### src/crtt_pkg.sv
// ----------------------------------------------------------------------------
// crtt_pkg
// Shared types and constants of the command retry timeout table.
// ----------------------------------------------------------------------------
package crtt_pkg;

    localparam int TABLE_DEPTH_DEFAULT = 16;

    localparam int SEQ_W      = 16;
    localparam int CID_W      = 8;
    localparam int RETRY_W    = 4;
    localparam int TIME_W     = 32;
    localparam int INTERVAL_W = 16;
    localparam int CMD_W      = 2;
    localparam int KIND_W     = 3;
    localparam int CFG_IDX_W  = 4;
    localparam int CFG_DATA_W = 16;
    localparam int S_TDATA_W  = 56;
    localparam int M_TDATA_W  = 32;

    localparam logic [INTERVAL_W-1:0] RETRY_INTERVAL_RESET = 16'd800;
    localparam logic [RETRY_W-1:0]    MAX_RETRIES_RESET    = 4'd3;

    localparam logic [CFG_IDX_W-1:0] CFG_REG_RETRY_INTERVAL = 4'd0;
    localparam logic [CFG_IDX_W-1:0] CFG_REG_MAX_RETRIES    = 4'd1;

    typedef enum logic [CMD_W-1:0] {
        CMD_SEND = 2'd0,
        CMD_ACK  = 2'd1,
        CMD_TICK = 2'd2
    } cmd_t;

    typedef enum logic [KIND_W-1:0] {
        KIND_TRANSMIT   = 3'd0,
        KIND_RETRANSMIT = 3'd1,
        KIND_TIMEOUT    = 3'd2,
        KIND_ACK        = 3'd3,
        KIND_REJECT     = 3'd4
    } kind_t;

    typedef enum logic [1:0] {
        ST_IDLE,
        ST_SCAN,
        ST_POST,
        ST_FINISH
    } state_t;

    typedef struct packed {
        logic [SEQ_W-1:0]   seq;
        logic [CID_W-1:0]   cid;
        logic [RETRY_W-1:0] retries;
        logic [TIME_W-1:0]  deadline;
    } entry_t;

    typedef struct packed {
        kind_t              kind;
        logic [SEQ_W-1:0]   seq;
        logic [CID_W-1:0]   cid;
        logic [RETRY_W-1:0] attempt;
        logic               matched;
    } result_t;

    typedef struct packed {
        logic load;
        logic scan_adv;
        logic post;
        logic emit;
    } ctl_cmd_t;

    typedef struct packed {
        logic stage_v;
        logic res_hit;
        logic pend_v;
        logic out_free;
        logic scan_end;
        logic in_nop;
    } ctl_stat_t;

endpackage

### src/crtt_ctrl.sv
// ----------------------------------------------------------------------------
// crtt_ctrl
// Sequencer of the table: accept, slot scan, update, final beat.
// ----------------------------------------------------------------------------
module crtt_ctrl import crtt_pkg::*; (
    input  logic      aclk,
    input  logic      aresetn,
    input  logic      s_tvalid,
    output logic      s_tready,
    input  ctl_stat_t stat,
    output ctl_cmd_t  cmd
);

    state_t state_reg, state_next;
    logic   advance;

    // hold the scan while a new result cannot leave the pending stage
    assign advance = !(stat.stage_v && stat.res_hit && stat.pend_v && !stat.out_free);

    always_ff @(posedge aclk) begin
        if (!aresetn) begin
            state_reg <= ST_IDLE;
        end else begin
            state_reg <= state_next;
        end
    end

    always_comb begin
        state_next = state_reg;
        unique case (state_reg)
            ST_IDLE: begin
                if (s_tvalid && !stat.in_nop) begin
                    state_next = ST_SCAN;
                end
            end
            ST_SCAN: begin
                if (stat.scan_end) begin
                    state_next = ST_POST;
                end
            end
            ST_POST: begin
                state_next = ST_FINISH;
            end
            ST_FINISH: begin
                if (!stat.pend_v || stat.out_free) begin
                    state_next = ST_IDLE;
                end
            end
            default: begin
                state_next = ST_IDLE;
            end
        endcase
    end

    always_comb begin
        s_tready     = 1'b0;
        cmd          = '0;
        unique case (state_reg)
            ST_IDLE: begin
                s_tready = 1'b1;
                cmd.load = s_tvalid;
            end
            ST_SCAN: begin
                cmd.scan_adv = advance;
            end
            ST_POST: begin
                cmd.post = 1'b1;
            end
            ST_FINISH: begin
                cmd.emit = stat.pend_v && stat.out_free;
            end
            default: begin
                s_tready = 1'b0;
            end
        endcase
    end

endmodule

### src/crtt_datapath.sv
// ----------------------------------------------------------------------------
// crtt_datapath
// Entry memory kept in age order, scan pipeline, pending and output beats.
// ----------------------------------------------------------------------------
module crtt_datapath import crtt_pkg::*; #(
    parameter int TABLE_DEPTH = TABLE_DEPTH_DEFAULT
) (
    input  logic                  aclk,
    input  logic                  aresetn,
    input  logic [S_TDATA_W-1:0]  s_tdata,
    input  logic [CMD_W-1:0]      s_tuser,
    output logic                  m_tvalid,
    input  logic                  m_tready,
    output logic [M_TDATA_W-1:0]  m_tdata,
    output logic [KIND_W-1:0]     m_tuser,
    output logic                  m_tlast,
    input  logic                  cfg_valid,
    output logic                  cfg_ready,
    input  logic [CFG_IDX_W-1:0]  cfg_index,
    input  logic [CFG_DATA_W-1:0] cfg_data,
    input  ctl_cmd_t              cmd,
    output ctl_stat_t             stat
);

    localparam int CNT_W = $clog2(TABLE_DEPTH + 1);
    localparam int IDX_W = (TABLE_DEPTH > 1) ? $clog2(TABLE_DEPTH) : 1;

    entry_t mem [TABLE_DEPTH];

    logic [CMD_W-1:0]      cmd_reg;
    logic [CID_W-1:0]      cid_reg;
    logic [SEQ_W-1:0]      aseq_reg;
    logic [TIME_W-1:0]     now_reg;
    logic [TIME_W-1:0]     newdl_reg;
    logic [INTERVAL_W-1:0] interval_reg;
    logic [RETRY_W-1:0]    max_reg;
    logic [SEQ_W-1:0]      next_seq_reg;
    logic [CNT_W-1:0]      count_reg, rd_ptr_reg, wr_ptr_reg;
    logic                  stage_v_reg, found_reg, pend_v_reg, out_v_reg, out_last_reg;
    entry_t                rd_data_reg;
    result_t               pend_reg, out_reg;

    logic [TIME_W:0]    dl_sum;
    logic [TIME_W-1:0]  newdl_next;
    logic               is_send, is_ack, is_tick;
    logic [SEQ_W-1:0]   key;
    logic               seq_hit, due, expire, keep;
    logic [RETRY_W-1:0] retries_inc;
    entry_t             e_upd, new_entry;
    result_t            tick_res, post_res;
    logic               eval_go, fetch, full, append, push, out_free;
    logic               wr_en;
    entry_t             wr_data;
    logic [IDX_W-1:0]   wr_idx;

    // saturating deadline from the incoming beat
    assign dl_sum     = {1'b0, s_tdata[55:24]} + {{(TIME_W + 1 - INTERVAL_W){1'b0}}, interval_reg};
    assign newdl_next = dl_sum[TIME_W] ? {TIME_W{1'b1}} : dl_sum[TIME_W-1:0];

    assign is_send = (cmd_reg == CMD_SEND);
    assign is_ack  = (cmd_reg == CMD_ACK);
    assign is_tick = (cmd_reg == CMD_TICK);
    assign key     = is_ack ? aseq_reg : next_seq_reg;

    assign seq_hit     = !is_tick && (rd_data_reg.seq == key) && !(is_ack && found_reg);
    assign due         = is_tick && (rd_data_reg.deadline <= now_reg);
    assign expire      = due && (rd_data_reg.retries >= max_reg);
    assign keep        = !seq_hit && !expire;
    assign retries_inc = rd_data_reg.retries + 1'b1;

    always_comb begin
        e_upd = rd_data_reg;
        if (due && !expire) begin
            e_upd.retries  = retries_inc;
            e_upd.deadline = newdl_reg;
        end
    end

    always_comb begin
        tick_res.kind    = expire ? KIND_TIMEOUT : KIND_RETRANSMIT;
        tick_res.seq     = rd_data_reg.seq;
        tick_res.cid     = rd_data_reg.cid;
        tick_res.attempt = expire ? rd_data_reg.retries : retries_inc;
        tick_res.matched = 1'b0;
    end

    assign eval_go  = cmd.scan_adv && stage_v_reg;
    assign fetch    = cmd.scan_adv && (rd_ptr_reg < count_reg);
    assign full     = (wr_ptr_reg == CNT_W'(TABLE_DEPTH));
    assign append   = cmd.post && is_send && !full;
    assign out_free = !out_v_reg || m_tready;
    assign push     = eval_go && due && pend_v_reg;

    assign new_entry.seq      = next_seq_reg;
    assign new_entry.cid      = cid_reg;
    assign new_entry.retries  = '0;
    assign new_entry.deadline = newdl_reg;

    always_comb begin
        post_res = '0;
        if (is_send) begin
            post_res.kind = full ? KIND_REJECT : KIND_TRANSMIT;
            post_res.seq  = full ? '0 : next_seq_reg;
            post_res.cid  = cid_reg;
        end else begin
            post_res.kind = KIND_ACK;
            post_res.seq  = aseq_reg;
        end
    end

    assign wr_en   = (eval_go && keep) || append;
    assign wr_data = append ? new_entry : e_upd;
    assign wr_idx  = wr_ptr_reg[IDX_W-1:0];

    // entry memory: one write, one registered read
    always_ff @(posedge aclk) begin
        if (wr_en) begin
            mem[wr_idx] <= wr_data;
        end
        if (fetch) begin
            rd_data_reg <= mem[rd_ptr_reg[IDX_W-1:0]];
        end
    end

    // item payload
    always_ff @(posedge aclk) begin
        if (cmd.load) begin
            cmd_reg   <= s_tuser;
            cid_reg   <= s_tdata[7:0];
            aseq_reg  <= s_tdata[23:8];
            now_reg   <= s_tdata[55:24];
            newdl_reg <= newdl_next;
        end
    end

    // scan control and table state
    always_ff @(posedge aclk) begin
        if (!aresetn) begin
            interval_reg <= RETRY_INTERVAL_RESET;
            max_reg      <= MAX_RETRIES_RESET;
            next_seq_reg <= '0;
            count_reg    <= '0;
            rd_ptr_reg   <= '0;
            wr_ptr_reg   <= '0;
            stage_v_reg  <= 1'b0;
            found_reg    <= 1'b0;
            pend_v_reg   <= 1'b0;
        end else begin
            if (cfg_valid && cfg_index == CFG_REG_RETRY_INTERVAL) begin
                interval_reg <= cfg_data;
            end
            if (cfg_valid && cfg_index == CFG_REG_MAX_RETRIES) begin
                max_reg <= cfg_data[RETRY_W-1:0];
            end
            if (cmd.load) begin
                rd_ptr_reg  <= '0;
                wr_ptr_reg  <= '0;
                stage_v_reg <= 1'b0;
                found_reg   <= 1'b0;
                pend_v_reg  <= 1'b0;
            end
            if (cmd.scan_adv) begin
                stage_v_reg <= fetch;
                if (fetch) begin
                    rd_ptr_reg <= rd_ptr_reg + 1'b1;
                end
            end
            if (eval_go && keep) begin
                wr_ptr_reg <= wr_ptr_reg + 1'b1;
            end
            if (eval_go && due) begin
                pend_v_reg <= 1'b1;
            end
            if (eval_go && seq_hit && is_ack) begin
                found_reg  <= 1'b1;
                pend_v_reg <= 1'b1;
            end
            if (cmd.post) begin
                count_reg <= append ? CNT_W'(wr_ptr_reg + 1'b1) : wr_ptr_reg;
                if (append) begin
                    next_seq_reg <= next_seq_reg + 1'b1;
                end
                if (is_send || (is_ack && !found_reg)) begin
                    pend_v_reg <= 1'b1;
                end
            end
            if (cmd.emit) begin
                pend_v_reg <= 1'b0;
            end
        end
    end

    // pending result payload
    always_ff @(posedge aclk) begin
        if (eval_go && due) begin
            pend_reg <= tick_res;
        end else if (eval_go && seq_hit && is_ack) begin
            pend_reg.kind    <= KIND_ACK;
            pend_reg.seq     <= aseq_reg;
            pend_reg.cid     <= rd_data_reg.cid;
            pend_reg.attempt <= rd_data_reg.retries;
            pend_reg.matched <= 1'b1;
        end else if (cmd.post && (is_send || (is_ack && !found_reg))) begin
            pend_reg <= post_res;
        end
    end

    // output beat register
    always_ff @(posedge aclk) begin
        if (!aresetn) begin
            out_v_reg <= 1'b0;
        end else if (push || cmd.emit) begin
            out_v_reg <= 1'b1;
        end else if (m_tready) begin
            out_v_reg <= 1'b0;
        end
    end

    always_ff @(posedge aclk) begin
        if (push || cmd.emit) begin
            out_reg      <= pend_reg;
            out_last_reg <= cmd.emit;
        end
    end

    assign cfg_ready = 1'b1;
    assign m_tvalid  = out_v_reg;
    assign m_tdata   = {3'b000, out_reg.matched, out_reg.attempt, out_reg.cid, out_reg.seq};
    assign m_tuser   = out_reg.kind;
    assign m_tlast   = out_last_reg;

    assign stat.stage_v  = stage_v_reg;
    assign stat.res_hit  = due;
    assign stat.pend_v   = pend_v_reg;
    assign stat.out_free = out_free;
    assign stat.scan_end = !stage_v_reg && (rd_ptr_reg == count_reg);
    assign stat.in_nop   = !(s_tuser == CMD_SEND || s_tuser == CMD_ACK || s_tuser == CMD_TICK);

endmodule

### src/command_retry_timeout_table_core.sv
// ----------------------------------------------------------------------------
// command_retry_timeout_table_core
// Retransmission table for commands waiting on an acknowledgement.
// ----------------------------------------------------------------------------
// Items are taken one at a time. Every send, ack or tick walks the live
// entries, kept oldest first in an entry memory with one write and one
// registered read port, one entry per cycle while m_tready does not hold
// back result beats. A send or ack gives one beat; a tick gives one beat
// per due entry, none if nothing is due, with tlast on the final one. The
// unused cmd code is dropped on accept. The registered beat at the output
// lets the next item enter while it waits.
module command_retry_timeout_table_core import crtt_pkg::*; #(
    parameter int TABLE_DEPTH = TABLE_DEPTH_DEFAULT
) (
    input  logic                  aclk,
    input  logic                  aresetn,
    input  logic                  s_tvalid,
    output logic                  s_tready,
    // cid[7:0], ack_seq[23:8], now_ms[55:24]
    input  logic [S_TDATA_W-1:0]  s_tdata,
    // cmd[1:0]
    input  logic [CMD_W-1:0]      s_tuser,
    output logic                  m_tvalid,
    input  logic                  m_tready,
    // seq[15:0], result_cid[23:16], attempt[27:24], ack_matched[28], zero[31:29]
    output logic [M_TDATA_W-1:0]  m_tdata,
    // kind[2:0]
    output logic [KIND_W-1:0]     m_tuser,
    output logic                  m_tlast,
    input  logic                  cfg_valid,
    output logic                  cfg_ready,
    input  logic [CFG_IDX_W-1:0]  cfg_index,
    input  logic [CFG_DATA_W-1:0] cfg_data
);

    ctl_cmd_t  cmd;
    ctl_stat_t stat;

    crtt_ctrl u_ctrl (
        .aclk     (aclk),
        .aresetn  (aresetn),
        .s_tvalid (s_tvalid),
        .s_tready (s_tready),
        .stat     (stat),
        .cmd      (cmd)
    );

    crtt_datapath #(
        .TABLE_DEPTH (TABLE_DEPTH)
    ) u_datapath (
        .aclk      (aclk),
        .aresetn   (aresetn),
        .s_tdata   (s_tdata),
        .s_tuser   (s_tuser),
        .m_tvalid  (m_tvalid),
        .m_tready  (m_tready),
        .m_tdata   (m_tdata),
        .m_tuser   (m_tuser),
        .m_tlast   (m_tlast),
        .cfg_valid (cfg_valid),
        .cfg_ready (cfg_ready),
        .cfg_index (cfg_index),
        .cfg_data  (cfg_data),
        .cmd       (cmd),
        .stat      (stat)
    );

endmodule

### config.mk
export PLATFORM = sky130hd
export DESIGN_NAME = command_retry_timeout_table_core
export DESIGN_NICKNAME = d
export VERILOG_FILES = /design/src/crtt_pkg.sv /design/src/crtt_ctrl.sv /design/src/crtt_datapath.sv /design/src/command_retry_timeout_table_core.sv
export SDC_FILE = /design/constraint.sdc
export NUM_CORES = 1
export LEC_CHECK = 0
export ABC_AREA = 1
export BUFFER_PORTS_ARGS = -buffer_cell sky130_fd_sc_hd__buf_2
export CAP_MARGIN = 5
export CORE_UTILIZATION = 48
export DETAILED_ROUTE_END_ITERATION = 6
export PLACE_DENSITY_LB_ADDON = 0.2
export SLEW_MARGIN = 20
export SYNTH_ARGS = -nofsm -noshare
export SYNTH_HDL_FRONTEND = slang
export SYNTH_SLANG_ARGS = --single-unit
### constraint.sdc
create_clock -name aclk -period 6 [get_ports aclk]
set_input_delay 0 -clock aclk [delete_from_list [all_inputs] [get_ports aclk]]
set_output_delay 0 -clock aclk [all_outputs]
set_load 0.01 [all_outputs]
==> run metrics, run 1 <==
Tot Pwr about 0.021 W; Largest delay share family, worst path simple AND/OR/NAND/NOR gates; met2 Track Usage GR 0.380; Final min period 4.75 ns; CORE AREA between 0.1 and 0.15 mm2; Num CTS Buffers between 100 and 150; Comb power frac 0.153; Clock Latency Late Sink 0.70 ns; Root Buffer clkbuf_16; vias in the first global route between 30000 and 40000; Die Wd about 330 um; Iter 0 DRT Violations ~3500; cell area after synthesis 0.0503 mm2; Sw Ratio 0.270; Clock Sinks 1232; Initial DRT Pass Iterations 6; worst path cell trace ha_1 > nand2_1 > nor2_1 > nand2_1 > nand2_1 > nand2_1 > nand2_1 > nand2_1 > nand2_1 > nand2_1 > nand3_1 > nand3_1 > nor2_4 > o21ai_1 > nor2_4 > buf_4; n_diodes 0; top cells by area, synth edfxtp_1, nor2_1, nand2_1, o21ai_0, o32ai_1; clock skew just over 0.03 ns; CTS clock-pin slew for the worst setup and hold paths approximately 0.060 ns; GRT met3 Usage 0.0272; clock buffer depth 3; die area about 0.11 mm2; Synth top area share 0.700; status finished, final reports clean; Yosys Warn Count 0; CP required 6.32 ns; Cell variety after synth 54; fmax between 200 and 250 MHz; FF-to-FF Start u_datapath.rd_data_reg[7]; Power per Cell Area 371 mW/mm2; DRT Wirelength 125 mm; Lkg Pwr 19.6 nW; nets about 4300; routed len/inst 22.2 um; biggest area consumer among synthesized cells edfxtp_1; grt total ovfl 0; grt peak-use layer met2; Largest register FFs between 900 and 1000; Synth Register Bits 1232; Critical-path top delay cell nor2_4; EDFF count, synth 1174; Switch Pwr between 0.005 and 0.006 W; cell internal pwr between 0.015 and 0.02 W; most used cell along the critical path nand2_1; Via density approximately 5.7; Synth Flop Type edfxtp_1; Final ANT Viol Nets 0; Critical Path Fanout Max 39; RSZ-0062 raised after global routing false; CP endpoint kind flop; Post-DP Area about 0.052 mm2; Arr. time, crit path ~5.1 ns; Tightest Pin Transition between 1 and 1.5 ns; slowest stage delay, CP 0.91 ns; multi-input logic area 0.0125 mm2; max-cap violations 0; sequential share of power 0.500; first-pass GRT wire length roughly 190 mm; Worst Hold Class in -> reg; largest net degree at the start of global routing ~200; WP buf/inv 1; hpwl dp between 60 and 70 mm; clock network power share 0.348; I/O Buffers between 100 and 150; Avg Inst Size Synth around 13 um2; Final Hold Fails 0; post-route cell area a little under 0.06 mm2; critical path class reg -> reg; Max H-tree Level 3; routed via count ~32000; worst hold slack 0.0502 ns; DRC Markers 0; GR Util All Layers 0.232; Slew HR 0.236; fraction of layout cells with a size suffix above 1 0.103; die height about 330 um; Final Max Tran Viols 0; number of cells produced by synthesis about 3900; Register Area approximately 0.036 mm2; CP Launch Point u_datapath.rd_data_reg[7]; met1 usage 0.331; setup violators final 0; fraction of registers with async set/reset 0; Filler Cells Inserted approximately 8400; area grow syn2layout 14.5%; critical path startpoint category flop; TritonCTS clock tree yes; sequential cell area fraction in the yosys report 0.723; initial core utilization 0.485; Period Utilization, post-route 0.791; Rows 118; initial antenna violation count 0; hold path start s_tdata[21]; Routability Congestion around 0.86; top-level port count ~120; maximum vdd ir drop between 200 and 300 uV
==> placed cells by master (no fill, tap or decap), types with 6 or more instances in the layout <==
cell	count
o211ai_1	43
buf_4	67
nand4_1	14
edfxtp_1	1174
o32ai_1	144
clkbuf_1	23
nor3_1	13
buf_2	117
nor3_2	14
o21ai_0	317
o221ai_1	97
nand2_1	460
dlygate4sd3_1	127
a21oi_1	74
inv_2	6
inv_1	154
dfxtp_1	55
clkbuf_16	122
mux2i_1	97
nand3_1	210
clkinv_1	31
xor2_1	20
o21ai_1	21
ha_1	68
nor2_1	611
bufinv_16	11
or2_2	10
nor2_4	7
clkinv_2	31
==> cell families (layout without fill, tap and decap cells) <==
logic type / after synthesis / in the layout / synth area share
xor gates and xnor gates: 25 / 25 / 0.00435
AOI/OAI and AO/OA: 721 / 721 / 0.0932
buffers and inverters: 390 / 708 / 0.0308
adders and majority gates: 69 / 69 / 0.0173
muxes: 97 / 97 / 0.0193
other: 2 / 4 / 0.000149
and+or+nand+nor: 1365 / 1365 / 0.112
DFF: 1232 / 1232 / 0.723
==> through the flow <==
stage               setup TNS (ns)  worst slack [ns]   util  cells
global route                     0             0.973  0.555   5601
global placement                 0              1.36  0.505   5248
floorplan                  -328.27            -0.520      -   3903
detailed placement               0              1.24  0.505   5248
finish                           0              1.25  0.555   5601
CTS                              0              1.21  0.555   5601
==> final timing paths <==
check                                                to  slack [ns]  cells past startpoint
worst max-delay path              u_datapath.mem[8][30]        1.25                     16
worst min-delay path            u_datapath.aseq_reg[13]        0.05                      2
worst max register to register    u_datapath.mem[8][30]        1.25                     16
worst min register to register   u_datapath.m_tdata[19]        0.42                      0
==> synthesized netlist by cell type (2+ instances only) <==
cell type,count
clkinv_1,6
o21ai_0,324
o21ai_1,16
nor2_2,4
buf_4,6
nor3_2,2
nand4_1,14
nand2_1,460
nand2_2,2
xnor2_1,5
buf_2,29
edfxtp_1,1174
or2_2,10
ha_1,68
o21a_1,3
buf_1,9
nor2_1,618
o211ai_1,43
clkbuf_1,174
buf_6,4
nand3_2,4
nand3_1,210
a21oi_1,75
a21o_1,3
nand3b_1,4
a211oi_1,3
xor2_1,20
o21ai_2,3
conb_1,2
a221oi_1,2
nor4_1,3
nor3_1,25
nand2_4,2
o32ai_1,144
a21oi_2,2
dfxtp_1,58
o221ai_1,97
inv_2,6
inv_1,156
mux2i_1,97
==> layer usage <==
metal / part of all wire / up-vias
met2: 0.48 / 936
li1: - / 14826
met5: 0 / -
met1: 0.45 / 16035
met3: 0.053 / 150
met4: 0.021 / 0
==> power groups by stage <==
stage	Clock (W)	Combinational, W	Sequential (W)
after floorplan	0	0.00214	0.0108
after CTS	0.00756	0.00328	0.0107
after global placement	0	0.00316	0.0109
after detailed placement	0	0.00320	0.0109
final	0.00744	0.00327	0.0107
after global routing	0.00787	0.00361	0.0107
==> repair_timing <==
| action | 4_1_cts | 5_1_grt |
|---|---|---|
| hold buffers | 127 | 0 |
| hold endpoints to repair | 134 | 0 |
| setup buffers | 0 | 0 |
| gates resized for setup | 0 | 0 |
==> area by class of cell <==
type | count | area share
clock buffer | 150 | 0.0557
clock inverter | 76 | 0.0120
inverter | 168 | 0.0112
multi-input combinational | 2281 | 0.217
sequential | 1232 | 0.632
tap | 1380 | 0.0300
timing repair buffer | 314 | 0.0420
(Power assumes the default switching activity.)
==> run 2, diff against run 1 <==
==> constraint.sdc (replaced) <==
create_clock -name aclk -period 4.1 [get_ports aclk]
set_input_delay 0 -clock aclk [delete_from_list [all_inputs] [get_ports aclk]]
set_output_delay 0 -clock aclk [all_outputs]
set_load 0.01 [all_outputs]
==> run 2 against run 1 <==
First-iteration DRC count down 7.5%. Total power up 50%. Clock skew down 0.0010 ns. Critical endpoint is now u_datapath.mem[8][28]. Largest cell class unchanged.
==> run metrics, run 2 (synthesis gave the netlist of run 1 again) <==
cell internal pwr 0.0234 W (was 0.0156 W); fraction of layout cells with a size suffix above 1 0.111 (was 0.103); Routability Congestion 0.852 (was 0.859); Tightest Pin Transition 1.21 ns (was 1.14 ns); Largest register FFs 960 (unchanged); top-level port count 122 (unchanged); hpwl dp 70.6 mm (was 68.5 mm); status finished, final reports clean (unchanged); Lkg Pwr 20.2 nW (was 19.6 nW); RSZ-0062 raised after global routing false (unchanged); area grow syn2layout 17.2% (was 14.5%); Critical Path Fanout Max 12 (was 39); clock buffer depth 3 (unchanged); reg-to-reg slack, setup 0.26 ns (was 1.25 ns); TritonCTS clock tree yes (unchanged); Slew HR 0.188 (was 0.236); setup ws final 0.259 ns (was 1.25 ns); clock skew 0.0292 ns (was 0.0302 ns); CP required 4.53 ns (was 6.32 ns); Critical Path Sink u_datapath.mem[8][28] (was u_datapath.mem[8][30]); RR Endpoint u_datapath.mem[8][28] (was u_datapath.mem[8][30]); Final Max Tran Viols 0 (unchanged); WP buf/inv 1 (unchanged); Die Wd 326 um (unchanged); initial antenna violation count 1 (was 0); setup violators final 0 (unchanged); initial core utilization 0.485 (unchanged); reg2reg path depth 14 (was 16); fmax 260 MHz (was 211 MHz); Max H-tree Level 4 (was 3); Critical Path Stages 14 (was 16); Final min period 3.84 ns (was 4.75 ns); routed len/inst 21.9 um (was 22.2 um); CTS resizes 0 (unchanged); clock network power share 0.358 (was 0.348); Num CTS Buffers 131 (was 120); CORE AREA 0.104 mm2 (unchanged); largest net degree at the start of global routing 164 (was 199); slowest stage delay, CP 0.63 ns (was 0.91 ns); Final Hold Fails 0 (unchanged); Clock Sinks 1232 (unchanged); Final ANT Viol Nets 0 (unchanged); CTS clock-pin slew for the worst setup and hold paths 0.06 ns (about the same); critical path class reg -> reg (unchanged); critical path startpoint category flop (unchanged); routed via count 32347 (was 31947); die height 326 um (unchanged); Initial DRT Pass Iterations 5 (was 6); maximum vdd ir drop 388 uV (was 276 uV); Iter 0 DRT Violations 3201 (was 3461); pre-CTS setup slack 0.330 ns (was 1.24 ns); max-cap violations 0 (unchanged); nets 4347 (was 4269); Critical-path top delay cell nor2_4 (unchanged); DRC Markers 0 (unchanged); cts hold-fix bufs 157 (was 127); commonest cells after routing, fill and taps aside edfxtp_1, nor2_1, nand2_1 (unchanged); grt total ovfl 0 (unchanged); final cell count without fillers 5675 (was 5601); Comb power frac 0.156 (was 0.153); die area 0.106 mm2 (unchanged); Via density 5.70 (about the same); CP endpoint kind flop (unchanged); Clock Latency Late Sink 0.74 ns (was 0.70 ns); # placed instances 5285 (was 5248); DRT Wirelength 124 mm (was 125 mm); Power per Cell Area 544 mW/mm2 (was 371 mW/mm2); Sw Ratio 0.271 (was 0.270); CP Launch Point u_datapath.rd_data_reg[23] (was u_datapath.rd_data_reg[7]); FF-to-FF Start u_datapath.rd_data_reg[23] (was u_datapath.rd_data_reg[7]); most common cell after layout, fill and taps aside edfxtp_1 (unchanged); most used cell along the critical path nand2_1 (unchanged); vias in the first global route 31249 (was 30354); first-pass GRT wire length 189 mm (was 188 mm); worst path cell trace ha_1 > nand2_1 > nor2_1 > nand4_1 > nor2_1 > nand2_1 > nand2_1 > nand2_1 > nand3_1 > nand3_1 > nor2_4 > o21ai_1 > nor2_4 > buf_12 (was ha_1 > nand2_1 > nor2_1 > nand2_1 > nand2_1 > nand2_1 > nand2_1 > nand2_1 > nand2_1 > nand2_1 > nand3_1 > nand3_1 > nor2_4 > o21ai_1 > nor2_4 > buf_4); Rows 118 (unchanged); Largest delay share family, worst path simple AND/OR/NAND/NOR gates (unchanged); Switch Pwr 0.00868 W (was 0.00578 W); Post-CTS Setup Repair Bufs 0 (unchanged); GR Util All Layers 0.232 (about the same); Root Buffer clkbuf_16 (unchanged); Period Utilization, post-route 0.937 (was 0.791); sequential share of power 0.487 (was 0.500); I/O Buffers 117 (unchanged); Arr. time, crit path 4.27 ns (was 5.06 ns); Worst Hold Class in -> reg (unchanged)
==> run 2: changes by cell type in the layout (fill, tap and decap cells not counted), sizes merged <==
| cell | change |
|---|---|
| buf | +37 |
| bufinv | -1 |
| clkbuf | +9 |
| clkinv | -6 |
| clkinvlp | +2 |
| diode | +1 |
| dlygate4sd3 | +30 |
| inv | +2 |
==> run 2: worst min-delay path by stage <==
stage / from / slack, ns / end / cells past startpoint
2_1_floorplan: s_tdata[8] / 0.1 / u_datapath.aseq_reg[0] / 0
3_3_place_gp: s_tdata[3] / 0.18 / u_datapath.cid_reg[3] / 1
3_5_place_dp: s_tdata[16] / 0.18 / u_datapath.aseq_reg[8] / 1
4_1_cts: s_tdata[25] / 0.0002 / u_datapath.now_reg[1] / 2
5_1_grt: s_tdata[51] / 0.04 / u_datapath.now_reg[27] / 2
6_report: s_tdata[25] / 0.06 / u_datapath.now_reg[1] / 2
==> run 2: final cells by class <==
class | instances | area (um2)
clock inverters | 73 | 687
clock buffers | 159 | 3470
repair buffers | 381 | 3450
multi-input cells | 2281 | 12600
fillers | 8254 | 44800
well taps | 1380 | 1730
diodes | 1 | 2.50
inverters | 168 | 644
flip-flops and latches | 1232 | 36400
==> run 2: stage by stage <==
step / util / total power, W / hold WS [ns] / instance area, um2 / TNS (ns)
finish: 0.568 / 0.0321 / 0.0552 / 59000 / 0
global placement: 0.513 / 0.0207 / 0.177 / 53200 / 0
floorplan: - / 0.0189 / 0.0989 / 50500 / -172.50
CTS: 0.568 / 0.0323 / 0.000198 / 59000 / 0
global route: 0.568 / 0.0333 / 0.0377 / 59000 / 0
detailed placement: 0.513 / 0.0208 / 0.178 / 53200 / 0
==> run 2: power by group through the flow <==
stage                     sequential, W  clock, W  combinational [W]
after CTS                        0.0156    0.0117            0.00501
after global routing             0.0157    0.0121            0.00550
after global placement           0.0159         0            0.00484
after detailed placement         0.0159         0            0.00489
final                            0.0156    0.0115            0.00500
after floorplan                  0.0158         0            0.00315
==> run 2: routing by layer <==
metal	up-vias	share of wire	track usage
met2	1088	0.48	0.382
met4	0	0.021	0.0644
met5	-	0	0
li1	14978	-	-
met3	169	0.061	0.0361
met1	16112	0.43	0.321
==> run 2: worst reg2reg max path, cell delays in order, from the launching register on <==
cell      delay, ns
edfxtp_1       0.41
ha_1           0.33
nand2_1        0.06
nor2_1         0.17
nand4_1        0.12
nor2_1         0.22
nand2_1        0.08
nand2_1        0.07
nand2_1        0.25
nand3_1        0.20
nand3_1        0.15
nor2_4         0.26
o21ai_1        0.32
nor2_4         0.63
buf_12         0.24
